<file path="src/design/bba_pkg.sv">
// ----------------------------------------------------------------------------
// bba_pkg
// shared types and codes for the buddy block allocator: node flag encoding,
// result status codes and the fixed field widths of the request and response
// ----------------------------------------------------------------------------
package bba_pkg;

  localparam int SIZE_W   = 17;
  localparam int OFFSET_W = 16;
  localparam int CLASS_W  = 3;
  localparam int STATUS_W = 2;

  typedef logic [1:0]          flag_t;
  typedef logic [STATUS_W-1:0] status_t;

  localparam flag_t FLAG_FREE  = 2'b00;
  localparam flag_t FLAG_SPLIT = 2'b01;
  localparam flag_t FLAG_USED  = 2'b10;

  localparam status_t STATUS_OK       = 2'd0;
  localparam status_t STATUS_NO_SPACE = 2'd1;
  localparam status_t STATUS_BAD_SIZE = 2'd2;

  localparam logic ACTION_ALLOC = 1'b0;
  localparam logic ACTION_FREE  = 1'b1;

endpackage

</file>
<file path="src/design/bba_req_if.sv">
// ----------------------------------------------------------------------------
// bba_req_if
// request channel: allocate or free transaction with size and offset
// ----------------------------------------------------------------------------
interface bba_req_if;
  import bba_pkg::*;

  logic                valid;
  logic                ready;
  logic                action;
  logic [SIZE_W-1:0]   request_size;
  logic [OFFSET_W-1:0] free_offset;

  modport source (output valid, output action, output request_size, output free_offset,
                  input ready);
  modport sink (input valid, input action, input request_size, input free_offset,
                output ready);
endinterface

// ----------------------------------------------------------------------------
// bba_rsp_if
// response channel: status, block offset and size class of one transaction
// ----------------------------------------------------------------------------
interface bba_rsp_if;
  import bba_pkg::*;

  logic                valid;
  logic                ready;
  logic [STATUS_W-1:0] status;
  logic [OFFSET_W-1:0] block_offset;
  logic [CLASS_W-1:0]  size_class;

  modport source (output valid, output status, output block_offset, output size_class,
                  input ready);
  modport sink (input valid, input status, input block_offset, input size_class,
                output ready);
endinterface

</file>
<file path="src/design/bba_ram.sv">
// ----------------------------------------------------------------------------
// bba_ram
// generic synchronous ram, one write port and two read ports, registered read
// ----------------------------------------------------------------------------
module bba_ram #(
  parameter int WIDTH = 2,
  parameter int DEPTH = 127
) (
  input  logic                     clk,
  input  logic                     we,
  input  logic [$clog2(DEPTH)-1:0] waddr,
  input  logic [WIDTH-1:0]         wdata,
  input  logic [$clog2(DEPTH)-1:0] raddr_a,
  output logic [WIDTH-1:0]         rdata_a,
  input  logic [$clog2(DEPTH)-1:0] raddr_b,
  output logic [WIDTH-1:0]         rdata_b
);

  logic [WIDTH-1:0] mem [DEPTH];

  always_ff @(posedge clk) begin
    if (we) begin
      mem[waddr] <= wdata;
    end
    rdata_a <= mem[raddr_a];
    rdata_b <= mem[raddr_b];
  end

endmodule

</file>
<file path="src/design/bba_class.sv">
// ----------------------------------------------------------------------------
// bba_class
// size decode: flags a zero or oversized request and rounds the size up to
// the deepest tree level whose block still holds it
// ----------------------------------------------------------------------------
module bba_class #(
  parameter int POOL_LOG2 = 16,
  parameter int MAX_DEPTH = 6
) (
  input  logic [bba_pkg::SIZE_W-1:0]       request_size,
  output logic                             bad,
  output logic [$clog2(MAX_DEPTH+1)-1:0]   lvl
);
  import bba_pkg::*;

  localparam int LW = $clog2(MAX_DEPTH + 1);
  localparam int CW = (POOL_LOG2 + 1 > SIZE_W) ? POOL_LOG2 + 1 : SIZE_W;
  localparam logic [CW-1:0] POOL_BYTES = CW'(1) << POOL_LOG2;

  logic [CW-1:0] size_ext;
  logic [LW-1:0] lvl_c;

  assign size_ext = CW'(request_size);
  assign bad      = (request_size == '0) || (size_ext > POOL_BYTES);

  always_comb begin
    lvl_c = '0;
    for (int l = 1; l <= MAX_DEPTH; l++) begin
      if (size_ext <= (POOL_BYTES >> l)) begin
        lvl_c = LW'(l);
      end
    end
  end

  assign lvl = bad ? '0 : lvl_c;

endmodule

</file>
<file path="src/design/buddy_block_allocator_unit.sv">
// ----------------------------------------------------------------------------
// buddy_block_allocator_unit
// buddy allocator over a pool of 2^POOL_LOG2 bytes, node flags kept in ram
// ----------------------------------------------------------------------------
// The pool is a binary tree of MAX_DEPTH+1 levels whose 2-bit node flags
// (split, used) live in one ram of 2^(MAX_DEPTH+1)-1 entries. After reset the
// block clears that ram, one entry a cycle, and takes no request meanwhile.
// A request is handled one at a time: an allocate walks down the tree one
// level per cycle, both children read together, and then writes the
// ancestors back one level per cycle on the way up; a free writes its node
// and its ancestors back the same way, and a bad size or a failed allocate
// goes straight to the response. The next request is accepted as soon as the
// response is loaded, even while it is still waiting to be taken.
// ----------------------------------------------------------------------------
module buddy_block_allocator_unit #(
  parameter int POOL_LOG2 = 16,
  parameter int MAX_DEPTH = 6
) (
  input  logic  clk,
  input  logic  rst,
  bba_req_if.sink   req,
  bba_rsp_if.source rsp
);
  import bba_pkg::*;

  localparam int LW         = $clog2(MAX_DEPTH + 1);
  localparam int NW         = MAX_DEPTH + 1;
  localparam int NODE_COUNT = 2 ** (MAX_DEPTH + 1) - 1;
  localparam int OW         = (POOL_LOG2 > OFFSET_W) ? POOL_LOG2 : OFFSET_W;
  localparam int SHW        = $clog2(POOL_LOG2 + 1);
  localparam logic [OW-1:0] OFF_MASK = {OW{1'b1}} >> (OW - POOL_LOG2);

  localparam logic [3:0] S_CLR     = 4'd0;
  localparam logic [3:0] S_IDLE    = 4'd1;
  localparam logic [3:0] S_SETUP   = 4'd2;
  localparam logic [3:0] S_ROOTCHK = 4'd3;
  localparam logic [3:0] S_DESC    = 4'd4;
  localparam logic [3:0] S_WRN     = 4'd5;
  localparam logic [3:0] S_UPD     = 4'd6;
  localparam logic [3:0] S_FIN     = 4'd7;

  function automatic logic [NW-1:0] buddy_of(input logic [NW-1:0] n);
    return n[0] ? n + NW'(1) : n - NW'(1);
  endfunction

  function automatic logic [NW-1:0] parent_of(input logic [NW-1:0] n);
    return (n - NW'(1)) >> 1;
  endfunction

  // registers
  logic [3:0]          state, state_next;
  logic [NW-1:0]       clr_cnt, clr_cnt_next;
  logic                act, act_next;
  logic                bad, bad_next;
  logic [LW-1:0]       lvl, lvl_next;
  logic [OFFSET_W-1:0] off, off_next;
  logic [NW-1:0]       node, node_next;
  logic [LW-1:0]       dl, dl_next;
  flag_t               own, own_next;
  status_t             res_status, res_status_next;
  logic [OFFSET_W-1:0] res_off, res_off_next;
  logic                rsp_valid, rsp_valid_next;
  status_t             rsp_status, rsp_status_next;
  logic [OFFSET_W-1:0] rsp_off, rsp_off_next;
  logic [CLASS_W-1:0]  rsp_class, rsp_class_next;

  // ram ports
  logic          we;
  logic [NW-1:0] waddr, raddr_a, raddr_b;
  flag_t         wdata, rdata_a, rdata_b;

  // size decode
  logic          dec_bad;
  logic [LW-1:0] dec_lvl;

  // datapath
  logic [SHW-1:0] sh;
  logic [OW-1:0]  idx;
  logic [NW-1:0]  free_node;
  logic [NW-1:0]  level_base;
  logic [NW-1:0]  take_node;
  logic [NW-1:0]  take_pos;
  logic [OW-1:0]  take_off;
  logic [NW-1:0]  child_l, child_r;
  logic           last_level;

  bba_class #(
    .POOL_LOG2 (POOL_LOG2),
    .MAX_DEPTH (MAX_DEPTH)
  ) u_class (
    .request_size (req.request_size),
    .bad          (dec_bad),
    .lvl          (dec_lvl)
  );

  bba_ram #(
    .WIDTH ($bits(flag_t)),
    .DEPTH (NODE_COUNT)
  ) u_ram (
    .clk     (clk),
    .we      (we),
    .waddr   (waddr),
    .wdata   (wdata),
    .raddr_a (raddr_a),
    .rdata_a (rdata_a),
    .raddr_b (raddr_b),
    .rdata_b (rdata_b)
  );

  assign sh         = SHW'(POOL_LOG2) - SHW'(lvl);
  assign level_base = (NW'(1) << lvl) - NW'(1);
  assign idx        = (OW'(off) & OFF_MASK) >> sh;
  assign free_node  = NW'(idx) + level_base;
  assign child_l    = (node << 1) + NW'(1);
  assign child_r    = (node << 1) + NW'(2);
  assign last_level = ((dl + LW'(1)) == lvl);
  assign take_pos   = take_node - level_base;
  assign take_off   = OW'(take_pos) << sh;

  assign req.ready        = (state == S_IDLE);
  assign rsp.valid        = rsp_valid;
  assign rsp.status       = rsp_status;
  assign rsp.block_offset = rsp_off;
  assign rsp.size_class   = rsp_class;

  always_comb begin
    flag_t own_new;
    logic  rsp_free;
    logic  take;
    logic  fail;

    state_next      = state;
    clr_cnt_next    = clr_cnt;
    act_next        = act;
    bad_next        = bad;
    lvl_next        = lvl;
    off_next        = off;
    node_next       = node;
    dl_next         = dl;
    own_next        = own;
    res_status_next = res_status;
    res_off_next    = res_off;
    rsp_status_next = rsp_status;
    rsp_off_next    = rsp_off;
    rsp_class_next  = rsp_class;
    we              = 1'b0;
    waddr           = node;
    wdata           = own;
    raddr_a         = '0;
    raddr_b         = '0;
    take_node       = '0;
    take            = 1'b0;
    fail            = 1'b0;
    own_new         = own;
    rsp_free        = !rsp_valid || rsp.ready;
    rsp_valid_next  = rsp_valid && !rsp.ready;

    unique case (state)
      S_CLR: begin
        we    = 1'b1;
        waddr = clr_cnt;
        wdata = FLAG_FREE;
        if (clr_cnt == NW'(NODE_COUNT - 1)) begin
          state_next = S_IDLE;
        end else begin
          clr_cnt_next = clr_cnt + NW'(1);
        end
      end
      S_IDLE: begin
        if (req.valid) begin
          act_next   = req.action;
          bad_next   = dec_bad;
          lvl_next   = dec_lvl;
          off_next   = req.free_offset;
          state_next = S_SETUP;
        end
      end
      S_SETUP: begin
        res_off_next = '0;
        if (bad) begin
          res_status_next = STATUS_BAD_SIZE;
          state_next      = S_FIN;
        end else if (act == ACTION_FREE) begin
          res_status_next = STATUS_OK;
          node_next       = free_node;
          own_next        = FLAG_FREE;
          state_next      = S_WRN;
        end else begin
          raddr_a    = '0;
          state_next = S_ROOTCHK;
        end
      end
      S_ROOTCHK: begin
        if (lvl == '0) begin
          if (rdata_a == FLAG_FREE) begin
            take      = 1'b1;
            take_node = '0;
          end else begin
            fail = 1'b1;
          end
        end else if ((rdata_a & FLAG_USED) != FLAG_FREE) begin
          fail = 1'b1;
        end else begin
          node_next  = '0;
          dl_next    = '0;
          raddr_a    = NW'(1);
          raddr_b    = NW'(2);
          state_next = S_DESC;
        end
      end
      S_DESC: begin
        if (last_level) begin
          if (rdata_a == FLAG_FREE) begin
            take      = 1'b1;
            take_node = child_l;
          end else if (rdata_b == FLAG_FREE) begin
            take      = 1'b1;
            take_node = child_r;
          end else begin
            fail = 1'b1;
          end
        end else if ((rdata_a & FLAG_USED) == FLAG_FREE) begin
          node_next = child_l;
          dl_next   = dl + LW'(1);
          raddr_a   = (child_l << 1) + NW'(1);
          raddr_b   = (child_l << 1) + NW'(2);
        end else if ((rdata_b & FLAG_USED) == FLAG_FREE) begin
          node_next = child_r;
          dl_next   = dl + LW'(1);
          raddr_a   = (child_r << 1) + NW'(1);
          raddr_b   = (child_r << 1) + NW'(2);
        end else begin
          fail = 1'b1;
        end
      end
      S_WRN: begin
        we    = 1'b1;
        waddr = node;
        wdata = own;
        if (node == '0) begin
          state_next = S_FIN;
        end else begin
          raddr_a    = buddy_of(node);
          state_next = S_UPD;
        end
      end
      S_UPD: begin
        if (act == ACTION_FREE) begin
          own_new = (rdata_a != FLAG_FREE) ? (own | FLAG_SPLIT) : own;
        end else begin
          own_new = ((own & rdata_a & FLAG_USED) != FLAG_FREE) ? (FLAG_SPLIT | FLAG_USED)
                                                              : FLAG_SPLIT;
        end
        we        = 1'b1;
        waddr     = parent_of(node);
        wdata     = own_new;
        own_next  = own_new;
        node_next = parent_of(node);
        if (parent_of(node) == '0) begin
          state_next = S_FIN;
        end else begin
          raddr_a = buddy_of(parent_of(node));
        end
      end
      S_FIN: begin
        if (rsp_free) begin
          rsp_valid_next  = 1'b1;
          rsp_status_next = res_status;
          rsp_off_next    = res_off;
          rsp_class_next  = CLASS_W'(lvl);
          state_next      = S_IDLE;
        end
      end
      default: begin
        state_next = S_IDLE;
      end
    endcase

    if (take) begin
      node_next       = take_node;
      own_next        = FLAG_USED;
      res_status_next = STATUS_OK;
      res_off_next    = take_off[OFFSET_W-1:0];
      state_next      = S_WRN;
    end
    if (fail) begin
      res_status_next = STATUS_NO_SPACE;
      res_off_next    = '0;
      state_next      = S_FIN;
    end
  end

  always_ff @(posedge clk) begin
    if (rst) begin
      state     <= S_CLR;
      clr_cnt   <= '0;
      rsp_valid <= 1'b0;
    end else begin
      state     <= state_next;
      clr_cnt   <= clr_cnt_next;
      rsp_valid <= rsp_valid_next;
    end
    act        <= act_next;
    bad        <= bad_next;
    lvl        <= lvl_next;
    off        <= off_next;
    node       <= node_next;
    dl         <= dl_next;
    own        <= own_next;
    res_status <= res_status_next;
    res_off    <= res_off_next;
    rsp_status <= rsp_status_next;
    rsp_off    <= rsp_off_next;
    rsp_class  <= rsp_class_next;
  end

endmodule
</file>
<file path="src/flat_wrapper.sv">
// flat-port wrapper written by rule: the top's interface ports become plain ports
module buddy_block_allocator_unit_flat import bba_pkg::*;
#(
  parameter int POOL_LOG2 = 16,
  parameter int MAX_DEPTH = 6
)
  (clk, rst, req_valid, req_action, req_request_size, req_free_offset, req_ready, rsp_valid, rsp_status, rsp_block_offset, rsp_size_class, rsp_ready);
  bba_req_if req_i ();
  bba_rsp_if rsp_i ();
  input  logic clk;
  input  logic rst;
  input wire logic [$bits(req_i.valid)-1:0] req_valid;
  input wire logic [$bits(req_i.action)-1:0] req_action;
  input wire logic [$bits(req_i.request_size)-1:0] req_request_size;
  input wire logic [$bits(req_i.free_offset)-1:0] req_free_offset;
  output wire logic [$bits(req_i.ready)-1:0] req_ready;
  output wire logic [$bits(rsp_i.valid)-1:0] rsp_valid;
  output wire logic [$bits(rsp_i.status)-1:0] rsp_status;
  output wire logic [$bits(rsp_i.block_offset)-1:0] rsp_block_offset;
  output wire logic [$bits(rsp_i.size_class)-1:0] rsp_size_class;
  input wire logic [$bits(rsp_i.ready)-1:0] rsp_ready;
  assign req_i.valid = req_valid;
  assign req_i.action = req_action;
  assign req_i.request_size = req_request_size;
  assign req_i.free_offset = req_free_offset;
  assign req_ready = req_i.ready;
  assign rsp_valid = rsp_i.valid;
  assign rsp_status = rsp_i.status;
  assign rsp_block_offset = rsp_i.block_offset;
  assign rsp_size_class = rsp_i.size_class;
  assign rsp_i.ready = rsp_ready;
  buddy_block_allocator_unit #(.POOL_LOG2(POOL_LOG2), .MAX_DEPTH(MAX_DEPTH)) u_core (.clk(clk), .rst(rst), .req(req_i), .rsp(rsp_i));
endmodule
</file>
<file path="config.mk">
export PLATFORM = sky130hd
export DESIGN_NAME = buddy_block_allocator_unit_flat
export DESIGN_NICKNAME = d
export VERILOG_FILES = /design/src/design/bba_pkg.sv /design/src/design/bba_req_if.sv /design/src/design/bba_ram.sv /design/src/design/bba_class.sv /design/src/design/buddy_block_allocator_unit.sv /design/src/flat_wrapper.sv
export SDC_FILE = /design/constraint.sdc
export NUM_CORES = 1
export LEC_CHECK = 0
export BUFFER_PORTS_ARGS = -buffer_cell sky130_fd_sc_hd__buf_2
export CAP_MARGIN = 20
export CORE_ASPECT_RATIO = 0.8
export CORE_UTILIZATION = 40
export DETAILED_ROUTE_END_ITERATION = 8
export GPL_ROUTABILITY_DRIVEN = 0
export PLACE_DENSITY = 0.65
export SLEW_MARGIN = 0
export SYNTH_ARGS = -nofsm -noshare
export SYNTH_HDL_FRONTEND = slang
export SYNTH_HIERARCHICAL = 1
export SYNTH_SLANG_ARGS = --single-unit
</file>
<file path="constraint.sdc">
create_clock -name clk -period 9.5 [get_ports clk]
set_clock_uncertainty 0.2 [all_clocks]
set_input_delay 1.9 -clock clk [delete_from_list [all_inputs] [get_ports clk]]
set_output_delay 1.9 -clock clk [all_outputs]
set_load 0.005 [all_outputs]
</file>
* After elaboration in Yosys (flattened, before gate mapping)
Memories as Yosys holds them, arrays and structs flattened. A register that Yosys moved wholly into a read port is not among the register bits.
Index checks and enable logic that the tools add are counted.
** Operators by class
- Equal/unequal tests :: 32
- Order comparisons :: 7
- Bitwise gates (word level) :: 3
- $add $sub $neg :: 16
- Reductions and logical operators :: 35
- Shift-type cells :: 3
- Multiplexer cells :: 86
** Operators by type and width (count)
- $mux W7 :: 24
- $pmux W7 S4 :: 2
- $mux W3 :: 13
- $add A7 B1 Y7 const B :: 5
- $mux W16 :: 2
- $pmux W4 S8 :: 1
- $mux W4 :: 7
- $pmux W7 S2 :: 2
- $mux W1 :: 24
- $add A7 B2 Y7 const B :: 3
- $reduce_and A7 Y1 :: 3
- $gt A17 B17 Y1 const B :: 1
- $le A17 B11 Y1 const B :: 1
- $le A17 B12 Y1 const B :: 1
- $le A17 B13 Y1 const B :: 1
- $le A17 B14 Y1 const B :: 1
- $le A17 B15 Y1 const B :: 1
- $le A17 B16 Y1 const B :: 1
- $logic_not A17 Y1 :: 1
- $eq A4 B3 Y1 const B :: 4
- $ne A4 B1 Y1 const B :: 4
- $shl A7 B5 Y16 :: 1
- $shr A16 B5 Y7 :: 1
- $logic_not A7 Y1 :: 2
- other kinds (40) :: 76
** Storage, ports and cells
- Bits in writable memories :: 254
- Register bits :: 84
- Word-level logic and storage cells :: 201
- Memories kept :: 1
** Memories
- u_core.u_ram.mem :: words 127, width 2, read ports 2, clocked after Yosys merged registers in 2, wr ports 1, RTL line bba_ram.sv:19 : logic [WIDTH-1:0] mem [DEPTH];

* Longest topological paths before layout
Gate-level depths: netlist of the first run.
- Depth in word-level cells :: 8
- Mapped depth :: 21

* Hierarchy
Netlist of the first run, hierarchy kept.
** Modules (own cells, without submodules)
- bba_ram :: sequential area each 7707.4 um^2, cells an instance 854, instances 1, area an instance 12829.8 um^2
- buddy_block_allocator_unit :: sequential area each 2182.1 um^2, cells an instance 706, instances 1, area an instance 6149.6 um^2
- bba_class :: sequential area each 0.0 um^2, cells an instance 44, instances 1, area an instance 311.5 um^2

* Least setup slack after synthesis of the first run
OpenSTA, ideal clock, no wires.
- Path kind :: reg-to-reg
- Start point :: reg u_core.state[2]
- End point :: mem u_core.u_ram.mem[0][1], data pin
- Arrival :: 6.432 ns
- Clock period less this slack :: 7.864 ns
- Path slack :: 1.636 ns
- Stages on the path, launching flop included :: 6
- Data required time :: 8.068 ns
- Buffers on the path :: 3
- Path through :: dfxtp_1 -> clkbuf_1 -> clkbuf_1 -> buf_1 -> o21ai_0 -> a21boi_0
** On the way
- Word-level cells in the longest chain between the ends :: 2
** Ends and longest elaborated chain
- start, declared :: RTL line buddy_block_allocator_unit.sv:51 : logic [3:0] state, state_next;
- start signal, assigned :: RTL line buddy_block_allocator_unit.sv:299 : state <= state_next;
- $eq A4 B3 Y1 / $logic_not A4 Y1 (equally long branches) :: RTL line buddy_block_allocator_unit.sv:158 : unique case (state)
- $pmux W2 S2 (*) :: RTL line buddy_block_allocator_unit.sv:158
- via u_core.wdata[1] :: RTL line buddy_block_allocator_unit.sv:70 : flag_t wdata, rdata_a, rdata_b;
- end, declared :: RTL line bba_ram.sv:19
Mark *: on every way through the listed nets, which the timed path passes. The rest lies on a longest branch.

* Worst setup path after layout of the first run
- Start point :: reg u_core.node[0]
- End point :: reg u_core.u_ram.rdata_a[0] (read register of u_core.u_ram.mem)
** RTL lines
- start, declared :: RTL line buddy_block_allocator_unit.sv:57 : logic [NW-1:0] node, node_next;
- start signal, assigned :: RTL line buddy_block_allocator_unit.sv:307 : node <= node_next;
- $sub A7 B1 Y7 :: RTL line buddy_block_allocator_unit.sv:43, buddy_block_allocator_unit.sv:47
- $sub A6 B1 Y7 / $add A6 B1 Y7 (equally long branches) :: RTL line buddy_block_allocator_unit.sv:43 : return n[0] ? n + NW'(1) : n - NW'(1);
- $mux W7 :: RTL line buddy_block_allocator_unit.sv:43
- $mux W7 :: RTL line buddy_block_allocator_unit.sv:259 : if (parent_of(node) == '0) begin
- $pmux W7 S4 (*) :: RTL line buddy_block_allocator_unit.sv:158
- via u_core.raddr_a[0] :: RTL line buddy_block_allocator_unit.sv:69 : logic [NW-1:0] waddr, raddr_a, raddr_b;
- end, declared :: RTL line bba_ram.sv:14 : output logic [WIDTH-1:0] rdata_a,
Marked as above.
A chain may end at the register's enable or synchronous reset.

==> results of run 1 <==
## path summary, 6_finish.rpt
path,endpoint
max,u_core/u_ram/rdata_a[0]
min,u_core/rsp.block_offset[1]
max reg2reg,u_core/u_ram/rdata_a[0]
min reg2reg,u_core/rsp.block_offset[1]
## final cells by class
type | instances | area, um^2 | area share [%]
Inverter | 38 | 143 | 0.667
Sequential cell | 341 | 9890 | 46.3
Tap cell | 620 | 776 | 3.63
Clock inverter | 27 | 278 | 1.30
Multi-Input combinational cell | 1115 | 8810 | 41.2
Clock buffer | 44 | 995 | 4.65
Timing Repair Buffer | 85 | 488 | 2.28
## stage by stage
stage | cells | setup WS [ps] | area, um^2 | hold slack [ps]
floorplan | 1604 | 1640 | 19300 | 199
finish | 2270 | 3840 | 21400 | 233
global route | 2270 | 3530 | 21400 | 248
detailed placement | 2199 | 3920 | 20100 | 216
global placement | 2199 | 4100 | 20100 | 213
CTS | 2270 | 3890 | 21400 | 235
## state kept, by name, indices dropped and copies added (netlist names), 3 cells and up
signal,count
u_core/lvl,3
u_core/state,3
u_core/res_off,16
u_core/rsp.block_offset,16
u_core/off,16
u_core/dl,3
u_core/node,7
u_core/clr_cnt,7
u_core/rsp.size_class,3
u_core/u_ram/mem,254
## metal layers
metal | up-vias | wire length, um
met1 | 7118 | 23500
met4 | 0 | 1570
met5 | - | 0
li1 | 6222 | -
met2 | 859 | 23500
met3 | 118 | 5940
## kinds of logic after synthesis
family | count (synthesis) | synth area share, %
and+or+nand+nor | 553 | 13.6
DFF | 341 | 51.3
muxes | 195 | 16.9
xor gates and xnor gates | 46 | 2.39
adders and majority gates | 33 | 2.26
AOI/OAI and AO/OA | 287 | 10.1
buffers and inverters | 148 | 3.54
other | 1 | 0.0194
## power groups by stage
stage / sequential (mW) / combinational [mW] / clock (mW)
2_1_floorplan: 1.78 / 0.675 / 0
3_3_place_gp: 1.81 / 0.968 / 0
3_5_place_dp: 1.81 / 0.975 / 0
4_1_cts: 1.78 / 0.982 / 1.53
5_1_grt: 1.79 / 1.07 / 1.58
6_report: 1.79 / 1.01 / 1.51
## placed cells by master, fill, tap and decap left out, drive strengths merged, types with 17 or more instances in the layout
cell	synthesis	final
nor2b	32	32
o21ai	50	50
inv	36	38
clkinv	2	19
nand2b	17	17
nor3	42	42
nand2	122	122
mux2i	83	83
nor2	221	221
edfxtp	306	306
o22ai	34	34
mux4	103	103
a21oi	58	58
dfxtp	35	35
xnor2	35	35
ha	30	30
a22oi	34	34
buf	57	85
nand3	42	42
nand4	17	17
clkbuf	53	44
==> metrics.md, run 1 <==
| Metric | Value |
|---|---|
| Syn_nets | `1675` |
| # rows | `71` |
| Area Overhead vs Synth | `10.8%` |
| Clock slew at reported path FFs | `60 ps` |
| Switching power | `1.41 mW` |
| Clock root cell | `clkbuf_16` |
| N_diodes | `0` |
| Post-synthesis register bit count | `341` |
| Critical R2R Launch | `u_core/node[0]` |
| Post-DRT Antenna Nets | `0` |
| Core area | `0.0473 mm^2` |
| Most used DFF post-synth | `edfxtp_1` |
| Number of synthesized flops with an enable pin | `306` |
| CP top delay family | `compound AO/OA/AOI/OAI gates` |
| GR peak layer | `met1` |
| Worst Path Buf+Inv | `2` |
| WL per Instance | `24.0 um` |
| Router iterations before antenna repair | `6` |
| Port bufs | `60` |
| Largest stage delay on the critical path | `740 ps` |
| I/O Pins | `61` |
| Sequential share of power | `41.5%` |
| Yosys top cell area share | `47.6%` |
| Leakage Power | `6.59 nW` |
| # resized after CTS | `0` |
| Internal Dissipation | `2.90 mW` |
| HPWL after DPL | `36400 um` |
| Final #Nets | `1691` |
| Crit path time final | `5660 ps` |
| Via count | `14.3k` |
| CP required | `9740 ps` |
| Reg2Reg Setup Slack | `3840 ps` |
| RSZ-0062 raised after global routing | `false` |
| Starting Density | `40.8%` |
| Critical Path Start | `u_core/node[0]` |
| Worst min-delay path class | `flip-flop to flip-flop` |
| Post-Route Setup TNS | `0 ps` |
| Kind of critical path | `flip-flop to flip-flop` |
| YS warnings | `6` |
| Total chip power | `4.31 mW` |
| Worst Path Max Fanout | `41` |
| Clock Power Share | `35.0%` |
| Num CTS Buffers | `39` |
| Cell depth of the worst hold path | `0` |
| Die Y | `198 um` |
| Count leader, synth | `edfxtp_1` |
| First-pass GRT wire length | `83600 um` |
| GRT overflow | `0` |
| M3 GR Usage | `4.29%` |
| Max_slew headroom | `23.8%` |
| Register area share after synthesis | `51.3%` |
| Worst setup SP type | `flip-flop` |
| GR Layer Usage met1 | `33.7%` |
| Slew @ Worst Pin | `1140 ps` |
| CTS tree | `built` |
| Yosys cell types | `91` |
| FFs w/ async S/R, synth | `0%` |
| Die Wd | `248 um` |
| Sink Count | `341` |
| VDD IR-drop max | `0.175 mV` |
| Fillers | `4216` |
| Syn Area/Cell | `12.0 um^2` |
| Cell area after synthesis | `0.0193 mm^2` |
| Fmax | `177 MHz` |
| Clock Latency Late Sink | `570 ps` |
| Initial DRC Count | `1814` |
| CTS Buffer Depth | `3` |
| Hold_buf cts | `0` |
| Worst Setup End Kind | `flip-flop` |
| Fin crit share | `59.5%` |
| # setup viols final | `0` |
| Drt total wl | `54500 um` |
| Layout cells sized above 1 | `18.1%` |
| Worst r2r path cells | `13` |
| Count of mapped cells out of synthesis | `1604` |
| Avg Vias per Cell | `6.31` |
| Critical path data arrival time | `5900 ps` |
| Die ar. | `0.0491 mm^2` |
| PwrDens | `202 mW/mm^2` |
| Sw Ratio | `32.7%` |
| Critical-path top delay cell | `buf_4` |
| Comb power frac | `23.5%` |
| DRC errors left | `0` |
| Vias in the first global route | `13.7k` |
| CP most frequent cell | `ha_1` |
| Hold_sp | `u_core/res_off[1]` |
| Initial antenna violation count | `0` |
| Count of pins over their slew limit | `0` |
| Final hold violation count | `0` |
| Met2 usage | `32.3%` |
| Cell depth of the worst setup path | `13` |
| CP cell instances | `inv_1, ha_1, ha_1, nor2b_1, a41oi_1, a211o_4, buf_4, mux4_2, mux2_2, a31oi_1, o41ai_1, nor4_1, nor3_1` |
| Layout Utilization | `45.2%` |
| Synth area leaders | `edfxtp_1 (48%), mux4_2 (12%), mux2i_1 (4.3%)` |
| Status | `complete, no violations` |
| Maxcap violations | `0` |
| Maximum number of pins on one net before global-route repair | `96` |
| Postcts setup bufs | `0` |
| H-tree depth | `2` |
| Total GRT Usage | `22.4%` |
| Area leader, netlist | `edfxtp_1` |
| Top cells by count, synth | `edfxtp_1 (306), nor2_1 (218), nand2_1 (121)` |
Power figures use the tool's default switching activity.
==> run 2, diff against run 1 <==
==> constraint.sdc (replaced) <==
create_clock -name clk -period 5.9 [get_ports clk]
set_clock_uncertainty 0.2 [all_clocks]
set_input_delay 1.18 -clock clk [delete_from_list [all_inputs] [get_ports clk]]
set_output_delay 1.18 -clock clk [all_outputs]
set_load 0.005 [all_outputs]
==> run 2 against run 1 <==
Sequential power is 60% higher; utilization is 0.27 points higher; sequential share of layout area is 0.28 points lower; via count is 0.91% lower; count of clock-buffer cells in the layout is 3 lower; hold slack better by 5.2 ps; die area stayed put; setup slack worse by 3100 ps; fmax is 8.9% higher; largest power group unchanged; highest routed layer unchanged.
==> metrics.md, run 2 (synthesis results as in run 1) <==
| Metric | Value |
|---|---|
| Status | `complete, no violations (unchanged)` |
| CP required | `6150 ps (was 9740 ps)` |
| # setup viols final | `0 (unchanged)` |
| CP top delay family | `compound AO/OA/AOI/OAI gates (unchanged)` |
| RSZ-0062 raised after global routing | `false (unchanged)` |
| H-tree depth | `2 (unchanged)` |
| Num CTS Buffers | `38 (was 39)` |
| N_diodes | `0 (unchanged)` |
| Clock root cell | `clkbuf_16 (unchanged)` |
| I/O Pins | `61 (unchanged)` |
| WL per Instance | `23.8 um (was 24.0 um)` |
| # resized after CTS | `0 (unchanged)` |
| Starting Density | `40.8% (unchanged)` |
| Fin crit share | `88.0% (was 59.5%)` |
| Final hold violation count | `0 (unchanged)` |
| Avg Vias per Cell | `6.23 (was 6.31)` |
| Max_slew headroom | `22.3% (was 23.8%)` |
| Port bufs | `60 (unchanged)` |
| Total GRT Usage | `22.2% (was 22.4%)` |
| HPWL after DPL | `37700 um (was 36400 um)` |
| DRC errors left | `0 (unchanged)` |
| Maximum number of pins on one net before global-route repair | `96 (unchanged)` |
| Clock slew at reported path FFs | `70 ps (was 60 ps)` |
| Layout Utilization | `45.5% (was 45.2%)` |
| Drt total wl | `54300 um (was 54500 um)` |
| Area Overhead vs Synth | `11.5% (was 10.8%)` |
| Sink Count | `341 (unchanged)` |
| CTS tree | `built (unchanged)` |
| Clock Latency Late Sink | `560 ps (was 570 ps)` |
| # rows | `71 (unchanged)` |
| Layout cells sized above 1 | `18.8% (was 18.1%)` |
| Fillers | `4232 (was 4216)` |
| VDD IR-drop max | `0.183 mV (was 0.175 mV)` |
| Finished Cell Area | `0.0215 mm^2 (was 0.0214 mm^2)` |
| Worst min-delay path class | `flip-flop to flip-flop (unchanged)` |
| Kind of critical path | `flip-flop to flip-flop (unchanged)` |
| CP cell instances | `inv_1, ha_1, ha_1, nor2b_1, a41oi_1, a211o_4, buf_4, mux4_2, a211o_1, a21oi_1, o21ai_0, o21ai_0, nor3_1 (was inv_1, ha_1, ha_1, nor2b_1, a41oi_1, a211o_4, buf_4, mux4_2, mux2_2, a31oi_1, o41ai_1, nor4_1, nor3_1)` |
| Commonest cells after routing, fill and taps aside | `edfxtp_1 (306), nor2_1 (216), nand2_1 (120) (unchanged)` |
| Largest reg by FF count | `u_core/u_ram/mem (unchanged)` |
| PwrDens | `322 mW/mm^2 (was 202 mW/mm^2)` |
| Critical-path top delay cell | `edfxtp_1 (was buf_4)` |
| Max reg flops | `254 (unchanged)` |
| Worst setup SP type | `flip-flop (unchanged)` |
| Largest stage delay on the critical path | `710 ps (was 740 ps)` |
| CTS Buffer Depth | `3 (unchanged)` |
| Final #Nets | `1704 (was 1691)` |
| Worst Path Max Fanout | `32 (was 41)` |
| Worst Setup End Kind | `flip-flop (unchanged)` |
| Fmax | `193 MHz (was 177 MHz)` |
| Core area | `0.0473 mm^2 (unchanged)` |
| Slew @ Worst Pin | `1160 ps (was 1140 ps)` |
| Die Wd | `248 um (unchanged)` |
| Router iterations before antenna repair | `6 (unchanged)` |
| Maxcap violations | `0 (unchanged)` |
| First-pass GRT wire length | `82500 um (was 83600 um)` |
| Die Y | `198 um (unchanged)` |
| Initial DRC Count | `1804 (was 1814)` |
| Worst Path Buf+Inv | `2 (unchanged)` |
| Crit path time final | `5190 ps (was 5660 ps)` |
| Die ar. | `0.0491 mm^2 (unchanged)` |
| Via count | `14.2k (was 14.3k)` |
| GRT overflow | `0 (unchanged)` |
| Postcts setup bufs | `0 (unchanged)` |
| Post-DP Area | `0.0202 mm^2 (was 0.0201 mm^2)` |
| Commonest non-fill, non-tap cell in the layout | `edfxtp_1 (unchanged)` |
| Leakage Power | `6.66 nW (was 6.59 nW)` |
| Count of pins over their slew limit | `0 (unchanged)` |
| Post-Route Setup TNS | `0 ps (unchanged)` |
| Vias in the first global route | `13.7k (about the same)` |
| Hold_buf cts | `0 (unchanged)` |
| Initial antenna violation count | `0 (unchanged)` |
| Critical path data arrival time | `5440 ps (was 5900 ps)` |
| Post-DRT Antenna Nets | `0 (unchanged)` |
==> run 2: changes by cell type in the layout (fill, tap and decap cells not counted), moves of 2 or more <==
cell      change
clkbuf_1      -3
clkinv_4      +3
buf_4        +13
clkinv_2      -4
inv_8         +2
==> run 2: routing by layer <==
| metal | vias to the layer above | track usage [%] | part of all wire [%] |
|---|---|---|---|
| li1 | 6239 | - | - |
| met5 | - | 0 | 0 |
| met1 | 7023 | 31.8 | 42 |
| met3 | 115 | 6.96 | 12 |
| met2 | 810 | 31.8 | 43 |
| met4 | 0 | 7.32 | 2.7 |
==> run 2: where the power goes <==
part,internal (mW),leakage (nW),total [mW],switching [mW]
clock,1.44,0.618,2.44,0.996
combinational,0.509,3.24,1.62,1.12
sequential,2.77,2.81,2.87,0.0977
total,4.72,6.66,6.93,2.21
==> run 2: area by class of cell <==
class / count / area, um^2 / share of cell area [%]
multi-input combinational: 1115 / 8810 / 41.0
sequential: 341 / 9890 / 46.0
clock buffer: 41 / 983 / 4.57
inverter: 38 / 143 / 0.663
tap: 620 / 776 / 3.61
timing repair buffer: 99 / 606 / 2.82
clock inverter: 25 / 300 / 1.40
==> run 2: final timing paths <==
kind	end	from	slack (ps)	cells past startpoint
worst min register to register	u_core/rsp.block_offset[9]	u_core/res_off[9]	240	0
worst max register to register	u_core/u_ram/rdata_a[1]	u_core/node[0]	710	13
worst max-delay path	u_core/u_ram/rdata_a[1]	u_core/node[0]	710	13
worst min-delay path	u_core/rsp.block_offset[9]	u_core/res_off[9]	240	0
==> run 2: through the flow <==
step	total power, mW	instances	worst slack (ps)	hold WS (ps)
finish	6.93	2279	705	238
global route	7.18	2279	272	248
CTS	6.92	2279	738	236
detailed placement	4.49	2213	761	221
global placement	4.47	2213	903	213
floorplan	3.96	1604	163	199
